[src/rtl/core/ampd_pkg.sv]
package ampd_pkg;

   localparam int unsigned SAMPLE_W = 8;
   localparam int unsigned Q5_W = 13;
   localparam int unsigned COUNT_W = 16;
   localparam int unsigned TIMEOUT_W = 17;
   localparam int unsigned CAL_COUNT_W = 6;
   localparam int unsigned CSR_INDEX_W = 2;
   localparam int unsigned CSR_DATA_W = 17;

   localparam logic [2:0] ACT_CALIBRATE = 3'd0;
   localparam logic [2:0] ACT_START = 3'd1;
   localparam logic [2:0] ACT_SAMPLE = 3'd2;
   localparam logic [2:0] ACT_IDLE = 3'd3;
   localparam logic [2:0] ACT_RESET_EDGE = 3'd4;
   localparam logic [2:0] ACT_ABORT = 3'd5;
   localparam logic [2:0] ACT_SPARE_LOW = 3'd6;
   localparam logic [2:0] ACT_SPARE_HIGH = 3'd7;

   localparam logic [1:0] MODE_EDGE = 2'd0;
   localparam logic [1:0] MODE_GAP = 2'd1;
   localparam logic [1:0] MODE_WAIT = 2'd2;
   localparam logic [1:0] MODE_UNUSED = 2'd3;

   localparam logic [2:0] ST_NONE = 3'd0;
   localparam logic [2:0] ST_EDGE = 3'd1;
   localparam logic [2:0] ST_GAP = 3'd2;
   localparam logic [2:0] ST_LIMIT = 3'd3;
   localparam logic [2:0] ST_TIMEOUT = 3'd4;
   localparam logic [2:0] ST_ABORTED = 3'd5;
   localparam logic [2:0] ST_CALIBRATED = 3'd6;

   localparam logic [CSR_INDEX_W-1:0] CSR_EDGE_MODE = 2'd0;
   localparam logic [CSR_INDEX_W-1:0] CSR_DEVIATION = 2'd1;
   localparam logic [CSR_INDEX_W-1:0] CSR_TIMEOUT = 2'd2;

   localparam logic [Q5_W-1:0] DEVIATION_RESET = 13'd640;
   localparam logic [TIMEOUT_W-1:0] TIMEOUT_RESET = 17'd100000;
   localparam logic [SAMPLE_W-1:0] SAMPLE_MAX = 8'hFF;

   typedef struct packed {
      logic [2:0] action;
      logic [SAMPLE_W-1:0] sample;
      logic [COUNT_W-1:0] max_periods;
      logic [1:0] count_mode;
   } req_type;

   typedef struct packed {
      logic [2:0] status;
      logic [COUNT_W-1:0] periods;
      logic edge_level;
      logic [SAMPLE_W-1:0] average;
      logic [SAMPLE_W-1:0] minimum;
      logic [SAMPLE_W-1:0] maximum;
   } rsp_type;

endpackage

[src/rtl/core/adc_mean_edge_period_detector.sv]
// Carrier ADC sample mean and edge-period detector.
// Request channel (req_valid/req_ready/req_data): one action per request -
// calibrate sample, start count run, sample, idle tick, reset edge or abort.
// Response channel (rsp_valid/rsp_ready/rsp_data): exactly one response per
// request, carrying status, period count, edge level, mean, min and max.
// CSR port (csr_wr_en/csr_index/csr_wdata): edge mode, deviation (1/32 counts)
// and timeout limit; write only while no request is in flight.
// The response is registered and appears in the cycle after the request is taken.
// One request per cycle while the response register is free or drained; all state
// updates are compares and adds into the state registers and the response register.
// A stalled receiver holds the response register; req_ready stays high while
// the response register is empty or being drained in the same cycle.
// Reset clears the calibration and run state, sets deviation 640 and timeout
// 100000, and empties the response register.
module adc_mean_edge_period_detector (
   input  logic                                  clock,
   input  logic                                  reset,
   input  logic                                  req_valid,
   output logic                                  req_ready,
   input  ampd_pkg::req_type                     req_data,
   output logic                                  rsp_valid,
   input  logic                                  rsp_ready,
   output ampd_pkg::rsp_type                     rsp_data,
   input  logic                                  csr_wr_en,
   input  logic [ampd_pkg::CSR_INDEX_W-1:0]      csr_index,
   input  logic [ampd_pkg::CSR_DATA_W-1:0]       csr_wdata
);

   logic                               edge_mode_ff;
   logic [ampd_pkg::Q5_W-1:0]          deviation_ff;
   logic [ampd_pkg::TIMEOUT_W-1:0]     timeout_limit_ff;

   logic [ampd_pkg::CAL_COUNT_W-1:0]   cal_count_ff, cal_count_in;
   logic [ampd_pkg::Q5_W-1:0]          cal_sum_ff, cal_sum_in;
   logic [ampd_pkg::SAMPLE_W-1:0]      cal_min_ff, cal_min_in;
   logic [ampd_pkg::SAMPLE_W-1:0]      cal_max_ff, cal_max_in;
   logic [ampd_pkg::Q5_W-1:0]          mean_q5_ff, mean_q5_in;
   logic [ampd_pkg::SAMPLE_W-1:0]      mean_whole_ff, mean_whole_in;
   logic [ampd_pkg::SAMPLE_W-1:0]      prior_ff, prior_in;
   logic                               rising_ff, rising_in;
   logic                               run_active_ff, run_active_in;
   logic [1:0]                         run_mode_ff, run_mode_in;
   logic [ampd_pkg::COUNT_W-1:0]       run_limit_ff, run_limit_in;
   logic [ampd_pkg::COUNT_W-1:0]       sample_count_ff, sample_count_in;
   logic [ampd_pkg::TIMEOUT_W-1:0]     idle_left_ff, idle_left_in;

   logic                               rsp_valid_ff;
   ampd_pkg::rsp_type                  rsp_data_ff, rsp_in;
   logic                               accept;

   logic [ampd_pkg::SAMPLE_W-1:0]      base_min, base_max;
   logic [ampd_pkg::Q5_W-1:0]          sum_next;
   logic [ampd_pkg::CAL_COUNT_W-1:0]   cal_count_inc;
   logic [ampd_pkg::Q5_W:0]            peak;
   logic [ampd_pkg::Q5_W-1:0]          trough;
   logic [ampd_pkg::Q5_W-1:0]          s5, p5;
   logic                               edge_hit;
   logic [ampd_pkg::TIMEOUT_W-1:0]     idle_dec;
   logic [ampd_pkg::COUNT_W-1:0]       count_inc;

   assign req_ready = !rsp_valid_ff || rsp_ready;
   assign accept = req_valid && req_ready;
   assign rsp_valid = rsp_valid_ff;
   assign rsp_data = rsp_data_ff;

   assign base_min = (cal_count_ff == '0) ? ampd_pkg::SAMPLE_MAX : cal_min_ff;
   assign base_max = (cal_count_ff == '0) ? '0 : cal_max_ff;
   assign sum_next = cal_sum_ff + ampd_pkg::Q5_W'(req_data.sample);
   assign cal_count_inc = cal_count_ff + 1'b1;

   assign peak = {1'b0, mean_q5_ff} + {1'b0, deviation_ff};
   assign trough = (mean_q5_ff > deviation_ff) ? (mean_q5_ff - deviation_ff) : '0;
   assign s5 = {req_data.sample, 5'b0};
   assign p5 = {prior_ff, 5'b0};

   always_comb begin
      if (!edge_mode_ff) begin
         if (rising_ff) begin
            edge_hit = ({1'b0, p5} > peak) && (req_data.sample <= prior_ff);
         end else begin
            edge_hit = (p5 < trough) && (req_data.sample >= prior_ff);
         end
      end else begin
         if (rising_ff) begin
            edge_hit = (s5 <= mean_q5_ff) && (s5 <= trough);
         end else begin
            edge_hit = ({1'b0, s5} >= peak);
         end
      end
   end

   assign idle_dec = idle_left_ff - 1'b1;
   assign count_inc = sample_count_ff + 1'b1;

   always_comb begin
      cal_count_in = cal_count_ff;
      cal_sum_in = cal_sum_ff;
      cal_min_in = cal_min_ff;
      cal_max_in = cal_max_ff;
      mean_q5_in = mean_q5_ff;
      mean_whole_in = mean_whole_ff;
      prior_in = prior_ff;
      rising_in = rising_ff;
      run_active_in = run_active_ff;
      run_mode_in = run_mode_ff;
      run_limit_in = run_limit_ff;
      sample_count_in = sample_count_ff;
      idle_left_in = idle_left_ff;
      rsp_in.status = ampd_pkg::ST_NONE;
      rsp_in.periods = '0;

      case (req_data.action)
         ampd_pkg::ACT_CALIBRATE: begin
            cal_min_in = (req_data.sample < base_min) ? req_data.sample : base_min;
            cal_max_in = (req_data.sample > base_max) ? req_data.sample : base_max;
            if (cal_count_inc[ampd_pkg::CAL_COUNT_W-1]) begin
               mean_q5_in = sum_next;
               mean_whole_in = sum_next[ampd_pkg::Q5_W-1:5];
               prior_in = sum_next[ampd_pkg::Q5_W-1:5];
               cal_sum_in = '0;
               cal_count_in = '0;
               rsp_in.status = ampd_pkg::ST_CALIBRATED;
            end else begin
               cal_sum_in = sum_next;
               cal_count_in = cal_count_inc;
            end
         end
         ampd_pkg::ACT_START: begin
            run_active_in = 1'b1;
            run_mode_in = (req_data.count_mode == ampd_pkg::MODE_UNUSED) ?
                          ampd_pkg::MODE_WAIT : req_data.count_mode;
            run_limit_in = req_data.max_periods;
            sample_count_in = '0;
            idle_left_in = timeout_limit_ff;
         end
         ampd_pkg::ACT_SAMPLE, ampd_pkg::ACT_IDLE: begin
            if (run_active_ff) begin
               idle_left_in = idle_dec;
               if (idle_dec == '0) begin
                  run_active_in = 1'b0;
                  rsp_in.status = ampd_pkg::ST_TIMEOUT;
               end else if (req_data.action == ampd_pkg::ACT_SAMPLE) begin
                  sample_count_in = count_inc;
                  idle_left_in = timeout_limit_ff;
                  if (run_mode_ff == ampd_pkg::MODE_GAP && req_data.sample == '0) begin
                     run_active_in = 1'b0;
                     rsp_in.status = ampd_pkg::ST_GAP;
                     rsp_in.periods = count_inc;
                  end else if (run_mode_ff == ampd_pkg::MODE_EDGE && edge_hit) begin
                     rising_in = !rising_ff;
                     run_active_in = 1'b0;
                     rsp_in.status = ampd_pkg::ST_EDGE;
                     rsp_in.periods = count_inc;
                  end else begin
                     prior_in = req_data.sample;
                     if (count_inc >= run_limit_ff) begin
                        run_active_in = 1'b0;
                        rsp_in.status = ampd_pkg::ST_LIMIT;
                     end
                  end
               end
            end
         end
         ampd_pkg::ACT_RESET_EDGE: begin
            rising_in = 1'b0;
            prior_in = ampd_pkg::SAMPLE_MAX;
         end
         ampd_pkg::ACT_ABORT: begin
            if (run_active_ff) begin
               run_active_in = 1'b0;
               rsp_in.status = ampd_pkg::ST_ABORTED;
            end
         end
         default: begin
         end
      endcase

      rsp_in.edge_level = rising_in;
      rsp_in.average = mean_whole_in;
      rsp_in.minimum = cal_min_in;
      rsp_in.maximum = cal_max_in;
   end

   always_ff @(posedge clock) begin
      if (reset) begin
         edge_mode_ff <= 1'b0;
         deviation_ff <= ampd_pkg::DEVIATION_RESET;
         timeout_limit_ff <= ampd_pkg::TIMEOUT_RESET;
      end else if (csr_wr_en) begin
         case (csr_index)
            ampd_pkg::CSR_EDGE_MODE: edge_mode_ff <= csr_wdata[0];
            ampd_pkg::CSR_DEVIATION: deviation_ff <= csr_wdata[ampd_pkg::Q5_W-1:0];
            ampd_pkg::CSR_TIMEOUT:   timeout_limit_ff <= csr_wdata[ampd_pkg::TIMEOUT_W-1:0];
            default: begin
            end
         endcase
      end
   end

   always_ff @(posedge clock) begin
      if (reset) begin
         cal_count_ff <= '0;
         cal_sum_ff <= '0;
         cal_min_ff <= ampd_pkg::SAMPLE_MAX;
         cal_max_ff <= '0;
         mean_q5_ff <= '0;
         mean_whole_ff <= '0;
         prior_ff <= '0;
         rising_ff <= 1'b0;
         run_active_ff <= 1'b0;
         run_mode_ff <= ampd_pkg::MODE_EDGE;
         run_limit_ff <= '0;
         sample_count_ff <= '0;
         idle_left_ff <= ampd_pkg::TIMEOUT_RESET;
      end else if (accept) begin
         cal_count_ff <= cal_count_in;
         cal_sum_ff <= cal_sum_in;
         cal_min_ff <= cal_min_in;
         cal_max_ff <= cal_max_in;
         mean_q5_ff <= mean_q5_in;
         mean_whole_ff <= mean_whole_in;
         prior_ff <= prior_in;
         rising_ff <= rising_in;
         run_active_ff <= run_active_in;
         run_mode_ff <= run_mode_in;
         run_limit_ff <= run_limit_in;
         sample_count_ff <= sample_count_in;
         idle_left_ff <= idle_left_in;
      end
   end

   always_ff @(posedge clock) begin
      if (reset) begin
         rsp_valid_ff <= 1'b0;
      end else if (accept) begin
         rsp_valid_ff <= 1'b1;
      end else if (rsp_ready) begin
         rsp_valid_ff <= 1'b0;
      end
   end

   always_ff @(posedge clock) begin
      if (accept) begin
         rsp_data_ff <= rsp_in;
      end
   end

endmodule

[config.mk]
export PLATFORM = sky130hd
export DESIGN_NAME = adc_mean_edge_period_detector
export DESIGN_NICKNAME = d
export VERILOG_FILES = /design/src/rtl/core/ampd_pkg.sv /design/src/rtl/core/adc_mean_edge_period_detector.sv
export SDC_FILE = /design/constraint.sdc
export NUM_CORES = 1
export LEC_CHECK = 0
export BUFFER_PORTS_ARGS = -buffer_cell sky130_fd_sc_hd__clkbuf_2
export CAP_MARGIN = 10
export CORE_ASPECT_RATIO = 1.2
export CORE_MARGIN = 4
export CORE_UTILIZATION = 57
export CTS_CLUSTER_SIZE = 28
export DETAILED_ROUTE_END_ITERATION = 10
export HOLD_SLACK_MARGIN = 0.02
export MAX_ROUTING_LAYER = met4
export PLACE_DENSITY = 0.88
export SYNTH_ARGS = -nofsm -noshare
export SYNTH_HDL_FRONTEND = slang
export SYNTH_SLANG_ARGS = --single-unit
[constraint.sdc]
create_clock -name clock -period 11 [get_ports clock]
set_input_delay 1.65 -clock clock [delete_from_list [all_inputs] [get_ports clock]]
set_output_delay 1.65 -clock clock [all_outputs]
set_load 0.1 [all_outputs]
==> results by group <==
Synth
  • Mapped Nets: 1,599
  • Post-synthesis instance total: 1,425
  • Synth unique cells: 76
  • Post-synth EDFFs: 44
  • Share of flip-flops with an asynchronous set or reset: 0%
  • Mapped Avg Cell Area: 8.30 um2
  • Post-synth top area cell: dfxtp_1
  • Seq/Total Area, Yosys: 36.2%
  • Top FF cell, synth: dfxtp_1
  • Cell Area, Synth: 11,800 um2
  • Ys Warns: 0
  • Synth top area cells: dfxtp_1 (25%), ha_1 (12%), edfxtp_1 (11%), a21oi_1 (6.8%), nand2_1 (6.7%)
  • Share of the synthesized area in the top cell type: 25.1%
  • FF+latch count, synth: 192

Critical path
  • FF-to-FF path depth: 17
  • Worst-path cell chain: inv_1 > ha_1 > nand3b_1 > a21boi_0 > o31ai_1 > a211oi_1 > nand2_1 > ha_1 > a211oi_1 > o21bai_1 > a2111oi_0 > o21bai_1 > and3_1 > o311ai_0 > and3_1 > o21ai_1 > nor2_1
  • Max incr delay on CP: 0.89 ns
  • Slowest CP cell: a211oi_1
  • Worst setup SP type: register
  • Critical path class: register to register
  • CP Capture Type: register
  • Worst-path fanout max: 16
  • Critical Path AT: 5.89 ns
  • Req. time, crit path: 11.28 ns

Clocking
  • Clk sink count: 192
  • Clock transition at the registers of the reported paths: 0.08 ns
  • Hold_buf cts: 0
  • Cts bufs inserted: 17
  • CTS tree: built
  • CTS max path bufs: 2
  • CTS resizes: 0
  • Skew-Pair Late Insertion Delay: 0.45 ns
  • H-tree Lvls: 4
  • Post-CTS Setup Inserts: 0
  • Root Buffer: clkbuf_16

Floorplan
  • Number of I/O pins: 99
  • Die Width: 139 um
  • Core Area: 20,300 um2
  • Die H: 166 um
  • Initial Util: 58.2%
  • Die ar.: 23,100 um2
  • # rows: 57

Place
  • GP Congestion: 0.921
  • HPWL Detailed: 22,200 um
  • Placement-stage cell area: 12,400 um2
  • Pre-CTS setup slack: 5.42 ns
  • Port Buf Inserts: 98

Timing
  • Fmax: 178 MHz
  • Final setup TNS: 0 ns
  • Worst setup margin: 5.40 ns
  • Slew headroom: 23.1%
  • Post-route clock period utilization: 51.0%
  • Setup Skew: 0.0126 ns
  • Hold_ws: 0.454 ns
  • RSZ-0062 raised after global routing: no
  • Min Tclk post-route: 5.60 ns
  • Slew Limit Fails: 0
  • Final Hold Viols: 0
  • Worst-Margin Slew: 1.15 ns
  • # setup viols final: 0

Detailed routing
  • Initial drt markers: 805
  • Total Wirelength: 31,300 um
  • DRC viols: 0
  • DR vias: 10,751
  • DR vias/cell: 6.11
  • DR WL/cell: 17.8 um
  • Initial DRT Pass Iterations: 5
  • Routed Antenna Nets: 0

Global routing
  • Total GRT Usage: 27.5%
  • Largest net degree at the start of global routing: 73
  • Number of global-route vias before repair: 10,489
  • First-pass GRT wire length: 51,200 um
  • Initial antenna violation count: 0
  • GRT overflow: 0

Outcome
  • Result of the run: complete, no violations

Power
  • Maximum vdd drop: 0.000105 V
  • LEAKAGE: 5.30 nW
  • Pwr/cell area: 125 nW/um2

Finish
  • Register area: 4280 um2
  • # fillers: 1,717
  • Layout cells sized above 1: 10.3%
  • Final Cell Area: 13,000 um2
  • Layout Nets: 1,655
  • Inserted Diodes: 0
  • Layout area overhead: 10.3%
  • Area occupied by multi-input gates: 7010 um2

Min path
  • Hold Crit Class: register to register
  • Hold Path Cell Cnt: 2

Job
  • Max-Cap Viols: 0
path summary, 6_finish.rpt:
check | from | endpoint | slack [ns]
worst max-delay path | deviation_ff[1]$_SDFFE_PP0P_ | rsp_data[40]$_SDFFCE_PP0P_ | 5.40
worst min register to register | timeout_limit_ff[4]$_SDFFE_PP0P_ | timeout_limit_ff[4]$_SDFFE_PP0P_ | 0.45
worst max register to register | deviation_ff[1]$_SDFFE_PP0P_ | rsp_data[40]$_SDFFCE_PP0P_ | 5.40
worst min-delay path | timeout_limit_ff[4]$_SDFFE_PP0P_ | timeout_limit_ff[4]$_SDFFE_PP0P_ | 0.45
critical path: cells and delay by family (launching register included):
family,cells,cell delay (ns)
DFF,1,0.47
and+or+nand+nor,5,1.09
buffers and inverters,1,0.08
adders and majority gates,2,0.70
AOI/OAI and AO/OA,9,3.09
routing by layer:
metal | track usage (%) | share of wire [%] | vias up | routed length (um)
met3 | 4.64 | 5.8 | 93 | 1820
met4 | 12.6 | 4.0 | 0 | 1240
li1 | - | - | 5196 | -
met5 | - | 0 | - | 0
met2 | 45.5 | 49 | 415 | 15300
met1 | 32.7 | 41 | 5047 | 12900
through the flow:
step	power, mW	std cells	utilization, %
6_report	1.63	1759	64.2
3_3_place_gp	1.01	1726	61.2
3_5_place_dp	1.01	1726	61.2
4_1_cts	1.63	1758	64.1
2_1_floorplan	0.946	1425	-
5_1_grt	1.68	1759	64.2
synthesized netlist by cell type (9+ instances only):
cell,instances
o21ai_1,16
inv_1,71
o211ai_1,11
xnor2_1,23
nor2_1,115
a21oi_1,161
nor4_1,12
edfxtp_1,44
nand2_1,211
nand4_1,21
a21o_1,31
xor2_1,27
nor2b_1,19
and3_1,15
ha_1,118
clkbuf_1,54
a22oi_1,20
a211oi_1,13
o22ai_1,15
a22o_1,9
o21a_1,14
nor3_1,22
nand2b_1,14
nand3_1,39
nand3b_1,13
o21ai_0,44
buf_2,9
dfxtp_1,148
cell usage in the layout (no fill, tap or decap), types with 15 or more instances in the layout:
master and count:
nand2_1 211, a21oi_1 161, dfxtp_1 148, ha_1 118, nor2_1 115, clkbuf_2 97, inv_1 71, o21ai_0 44
edfxtp_1 44, nand3_1 39, a21o_1 31, xor2_1 27, xnor2_1 23, nand4_1 21, nor3_1 20, a22oi_1 20
nor2b_1 19, clkbuf_16 17, o21ai_1 16, o22ai_1 15, and3_1 15
report_power, final:
group,internal (mW),leakage [nW],switching (mW)
Combinational,0.0695,3.40,0.179
Sequential,0.739,1.62,0.0119
Clock,0.328,0.283,0.298
Total,1.14,5.30,0.489
sequential cells by signal (all words and copies together) (netlist names), 2 cells and up:
register,flops
mean_q5_ff,13
cal_min_ff,8
run_mode_ff,2
sample_count_ff,16
idle_left_ff,17
run_limit_ff,16
cal_max_ff,8
prior_ff,8
mean_whole_ff,8
cal_sum_ff,13
deviation_ff,13
cal_count_ff,5
timeout_limit_ff,17
rsp_data,44
final cells by class:
type	instances	area share, %
Clock buffer	19	3.40
Clock inverter	13	1.11
Inverter	73	2.10
Multi-Input combinational cell	1092	53.8
Sequential cell	192	32.9
Tap cell	265	2.54
Timing Repair Buffer	105	4.21
logic make-up (layout without fill, tap and decap cells):
kind of cell             after synthesis  after routing  share of synthesized area, %
AO/OA/AOI/OAI                        390            390                          20.6
XOR/XNOR                              50             50                          3.70
adder cells (fa/ha/maj)              121            121                          13.0
buffers and inverters                141            210                          4.63
flip-flops                           192            192                          36.2
multiplexers                          14             14                          1.27
AND/OR/NAND/NOR                      517            517                          20.5
Note: power is estimated with default switching activity, not from simulation.
